<file path="src/hw/rtl/rmvg_div.sv">
// Pipelined restoring divider, one quotient bit per stage, with sideband.
module rmvg_div #(
  parameter int NW = 30,
  parameter int DW = 12,
  parameter int QW = 30,
  parameter int SW = 1
) (
  input  logic          clk,
  input  logic          rst_n,
  input  logic          en,
  input  logic          in_vld,
  input  logic [NW-1:0] in_num,
  input  logic [DW-1:0] in_den,
  input  logic [SW-1:0] in_side,
  output logic          out_vld,
  output logic [QW-1:0] out_quo,
  output logic [SW-1:0] out_side
);

  localparam int CW = NW + DW + QW;

  logic [QW-1:0] vld_r;
  logic [NW-1:0] rem_r  [QW];
  logic [DW-1:0] den_r  [QW];
  logic [QW-1:0] quo_r  [QW];
  logic [SW-1:0] side_r [QW];

  logic [NW-1:0] rem_src  [QW];
  logic [DW-1:0] den_src  [QW];
  logic [QW-1:0] quo_src  [QW];
  logic [SW-1:0] side_src [QW];
  logic [NW-1:0] rem_nxt  [QW];
  logic [QW-1:0] quo_nxt  [QW];

  always_comb begin
    rem_src[0]  = in_num;
    den_src[0]  = in_den;
    quo_src[0]  = '0;
    side_src[0] = in_side;
    for (int s = 1; s < QW; s++) begin
      rem_src[s]  = rem_r[s-1];
      den_src[s]  = den_r[s-1];
      quo_src[s]  = quo_r[s-1];
      side_src[s] = side_r[s-1];
    end
  end

  always_comb begin
    logic [CW-1:0] trial;
    logic [CW-1:0] shifted;
    for (int s = 0; s < QW; s++) begin
      trial   = CW'(rem_src[s]);
      shifted = CW'(den_src[s]) << (QW - 1 - s);
      if (trial >= shifted) begin
        rem_nxt[s] = NW'(trial - shifted);
        quo_nxt[s] = quo_src[s] | (QW'(1) << (QW - 1 - s));
      end else begin
        rem_nxt[s] = rem_src[s];
        quo_nxt[s] = quo_src[s];
      end
    end
  end

  always_ff @(posedge clk) begin
    if (!rst_n) begin
      vld_r <= '0;
    end else if (en) begin
      vld_r <= {vld_r[QW-2:0], in_vld};
    end
  end

  always_ff @(posedge clk) begin
    if (en) begin
      for (int s = 0; s < QW; s++) begin
        rem_r[s]  <= rem_nxt[s];
        den_r[s]  <= den_src[s];
        quo_r[s]  <= quo_nxt[s];
        side_r[s] <= side_src[s];
      end
    end
  end

  assign out_vld  = vld_r[QW-1];
  assign out_quo  = quo_r[QW-1];
  assign out_side = side_r[QW-1];

endmodule

</file>
<file path="config.mk">
export PLATFORM = sky130hd
export DESIGN_NAME = rmvg_div
export DESIGN_NICKNAME = d
export VERILOG_FILES = /design/src/hw/rtl/rmvg_div.sv
export SDC_FILE = /design/constraint.sdc
export NUM_CORES = 2
export LEC_CHECK = 0
export BUFFER_PORTS_ARGS = -buffer_cell sky130_fd_sc_hd__buf_2
export CORE_MARGIN = 8
export CORE_UTILIZATION = 40
export CTS_CLUSTER_DIAMETER = 150
export DETAILED_ROUTE_END_ITERATION = 7
export GPL_TIMING_DRIVEN = 0
export HOLD_SLACK_MARGIN = 0.02
export SLEW_MARGIN = 20
export SYNTH_ARGS = -nofsm -noshare
export SYNTH_HDL_FRONTEND = slang
export SYNTH_SLANG_ARGS = --single-unit
</file>
<file path="constraint.sdc">
create_clock -name clk -period 3.6 [get_ports clk]
set_input_delay 0.36 -clock clk [delete_from_list [all_inputs] [get_ports clk]]
set_output_delay 0.36 -clock clk [all_outputs]
set_load 0.005 [all_outputs]
</file>
# == Yosys cells after proc, flatten, opt, wreduce, memory -nomap -nowiden ==
# Memory sizes are Yosys's and may differ from the RTL's.
# Index checks and enable logic that the tools add are counted.
# totals
regBits,30
mem_bits_rw,2190
elab_cells,127
mem_count,4
# op_classes
addsub,30
n_lt_le_gt_ge,30
n_mux,62
# mem_list
name,words,width,read_ports,rd_ports_with_merged_regs,write_ports,line_no,rtl
quo_r,30,30,30,0,30,25,logic [QW-1:0] quo_r [QW];
rem_r,30,30,29,0,30,23,logic [NW-1:0] rem_r [QW];
den_r,30,12,29,0,30,24,logic [DW-1:0] den_r [QW];
side_r,30,1,30,0,30,26,logic [SW-1:0] side_r [QW];
# ops
cell,n
$mux 30,31
$sub 30x30->30,12
$ge 30x41->1,1
$ge 30x40->1,1
$ge 30x39->1,1
$ge 30x38->1,1
$ge 30x37->1,1
$ge 30x36->1,1
$ge 30x35->1,1
$ge 30x34->1,1
$ge 30x33->1,1
$ge 30x32->1,1
$ge 30x31->1,1
$ge 30x12->1,1
$ge 30x13->1,1
$ge 30x14->1,1
$ge 30x15->1,1
$ge 30x16->1,1
$ge 30x17->1,1
$ge 30x18->1,1
$ge 30x19->1,1
$ge 30x20->1,1
$ge 30x21->1,1
$ge 30x22->1,1
55 further kinds,57

# == Longest topological paths before layout ==
# An unclocked memory read counts as a cell.
# depth
depth_word,3
ltp_mapped,14

# == Worst setup path after synthesis ==
# No wires, ideal clock.
# synth_path
kind,reg-to-reg
start,"memory rem_r[25][7], in the netlist rem_r[1][277]"
end,"memory rem_r[26][23], in the netlist rem_r[1][323] (data pin)"
arrival_time_ns,3.108
required_ns,3.342
setup_slack_ns,0.235
stages_incl_launch_ff,10
n_path_buf,1
cell_sequence,edfxtp_1 > ha_1 > or4b_1 > or4_1 > a311oi_1 > nor4_1 > or4_1 > buf_2 > or3b_1 > xnor2_1
# synth_rtl
item,line_no
"start, declared",23

==> results.ini <==
[worst_setup_path]
path_cells=ha_4 -> or4b_1 -> or4_4 -> a311oi_4 -> nor4_4 -> or4_1 -> buf_4 -> or3b_1 -> xnor2_1
crit_buf_inv=1
critPathMaxFanout=8
cp.arrival_ps=4240
critPathLaunchType=flip-flop
crit_required_ps=4150
endpoint_kind=flip-flop
cpPeakStageDelay_ps=550
path_class=reg2reg
cpMaxStageDelayCell=or4_4
critPathTopFamily=simple AND/OR/NAND/NOR gates

[run_status]
failed_checks=setup timing
outcome=complete, but fails checks

[routing]
wl_um=132000
drtIter0Drc=2806
wl_met1_um=55400
wl_per_cell_um=16.9
via_per_inst=5.05
routed.top_layer=met4
drc=0
wl_met3_um=6480
vias=39317
first_pass_iters=6
wl_met2_um=66000
detail-route-antenna-nets=0

[synthesis]
syn_area_mm2=0.0731
yosys.cell_count.top_type=edfxtp_1
syn-num-nets=5292
syn_avg_cell_area_um2=14.9
synth_edf_count=1713
synthArstFlopShare_pct=0
synth_cell_types=68
ys_warn_count=0
ys_ff_latch=1743
synth.area.top_cells=edfxtp_1 70%, ha_1 5.0%, xnor2_1 2.2%
synth_commonest_cells=1713 x edfxtp_1, 395 x inv_1, 294 x ha_1, 256 x nand2_1, 252 x nor2_1
yosysSeqAreaShare_pct=71.1
syn_inst=4923
ys.flop_type=edfxtp_1
synth_top_area_share_pct=70.3
yosysTopAreaCell=edfxtp_1

[cells_and_area]
layoutNonFillerInstCount=7789
area_growth_pct=14.4
layout.nets=5616
final_cell_area_mm2=0.0837
drive_gt1_share_pct=9.76
multi_input_area_mm2=0.0197
fillers=15742
seq_area_mm2=0.0520

[grt]
grt_usage_pct=13.0
grt_overflow=0
antenna_found_initial=1
first_global_vias=39309
grt_max_degree=155
grt_pass1_wl_um=208000

[power]
leakage_nw=30.2
vdd_drop_max_uv=506
cellPowerDensity_mw_per_mm2=671

[place]
port_buffers=77
dpl.cell_count=7398
placed_cell_area_mm2=0.0769
routabilityCongestion=0.899
dp_hpwl_um=90500

[timing]
relSlewSlack_pct=35.7
rsz0062_at_grt=true
setup_viol=1
maxSlewViolCount=0
hold_viol_final=0
worstMarginPinSlew_ps=953
setup_ws_ps=-93.8
skew_ps=27.7
fin_crit_ps=3690
timing.final.crit_share_pct=103
max_freq_mhz=271

[floorplan]
ios=79
die-area_mm2=0.197
core_mm2=0.182
fp.dieH_um=444
row_count=157
initial_core_util_pct=40.1
die_w_um=444

[job]
max-cap-violations=0

[clocking]
clk_pin_slew_ps=60
cts_buffers=184
clockBufferDepth=3
clk_latency_ps=800
cts_root_buf=clkbuf_16
cts_htree_levels=4
cts_tree=yes
cts_num_sinks=1743

[hold_path]
hp-class=in2reg

==> cell families after synthesis <==
family	count (synthesis)	synth area share, %
AOI/OAI and AO/OA	756	6.32
xor gates and xnor gates	335	4.01
adders and majority gates	322	5.80
muxes	146	2.16
DFF	1743	71.1
and+or+nand+nor	1168	8.25
buffers and inverters	453	2.33
==> cell type report <==
type | count | area share (%)
diodes | 2 | 0.00598
plain buffers | 57 | 0.284
clock buffers | 220 | 5.77
clock inverters | 121 | 1.44
inverters | 395 | 1.77
multi-input cells | 2727 | 23.5
flip-flops and latches | 1743 | 62.2
well taps | 2385 | 3.57
repair buffers | 139 | 1.49
==> power by group <==
part / internal, W / total (W) / leakage, nW / switching (W)
logic: 0.00446 / 0.0105 / 10.5 / 0.00600
registers: 0.0255 / 0.0271 / 16.8 / 0.00152
clock network: 0.0109 / 0.0186 / 2.92 / 0.00769
total: 0.0409 / 0.0562 / 30.2 / 0.0152
==> registers in the layout, summed over array words and instances (netlist names) <==
signal  flops
rem_r     870
vld_r      30
side_r     30
quo_r     465
den_r     348
==> worst paths after layout <==
kind	from	end	slack [ps]	depth (start not counted)
max	rem_r[1][277]	rem_r[1][323]	-90	9
max reg2reg	rem_r[1][277]	rem_r[1][323]	-90	9
min	en	side_r[0][0]	100	1
min reg2reg	quo_r[1][239]	quo_r[1][269]	400	0
==> metal layers <==
metal / up-vias / track usage, %
li1: 19197 / -
met1: 19084 / 16.0
met2: 788 / 22.7
met3: 248 / 2.66
met4: 0 / 4.49
met5: - / 0
==> through the flow <==
| stage | total power [W] | hold slack [ps] | setup slack (ps) | setup TNS (ps) | util, % |
|---|---|---|---|---|---|
| final | 0.0562 | 100 | -93.8 | -93.8 | 45.9 |
| after global routing | 0.0590 | 95.2 | -197 | -317 | 45.9 |
| after CTS | 0.0567 | 45.7 | -87.7 | -87.7 | 45.8 |
| after detailed placement | 0.0376 | 405 | -601 | -89770 | 42.1 |
| after global placement | 0.0383 | 400 | -24480 | - | 41.9 |
| after floorplan | 0.0344 | 400 | 235 | 0 | - |
==> timing repair <==
item | 4_1_cts | 5_1_grt
gates cloned | 0 | 1
setup endpoints to repair | 81 | 194
hold endpoints to repair | 73 | 0
resized for setup | 22 | 45
buffers inserted | 1 | 1
pin swaps | 3 | 0
hold buffers | 46 | 0
==> cell usage in the layout, fill, tap and decap left out, types with 90 or more instances in the layout <==
master	Yosys	final
edfxtp_1	1713	1713
mux2_2	94	94
ha_1	294	293
a21oi_1	226	222
xor2_1	153	153
nand2_1	256	256
o21ai_0	232	231
nor2_1	252	251
inv_1	395	395
nor3_1	93	90
xnor2_1	182	182
nor4_1	143	136
clkbuf_16	0	189
(Power assumes the default switching activity.)
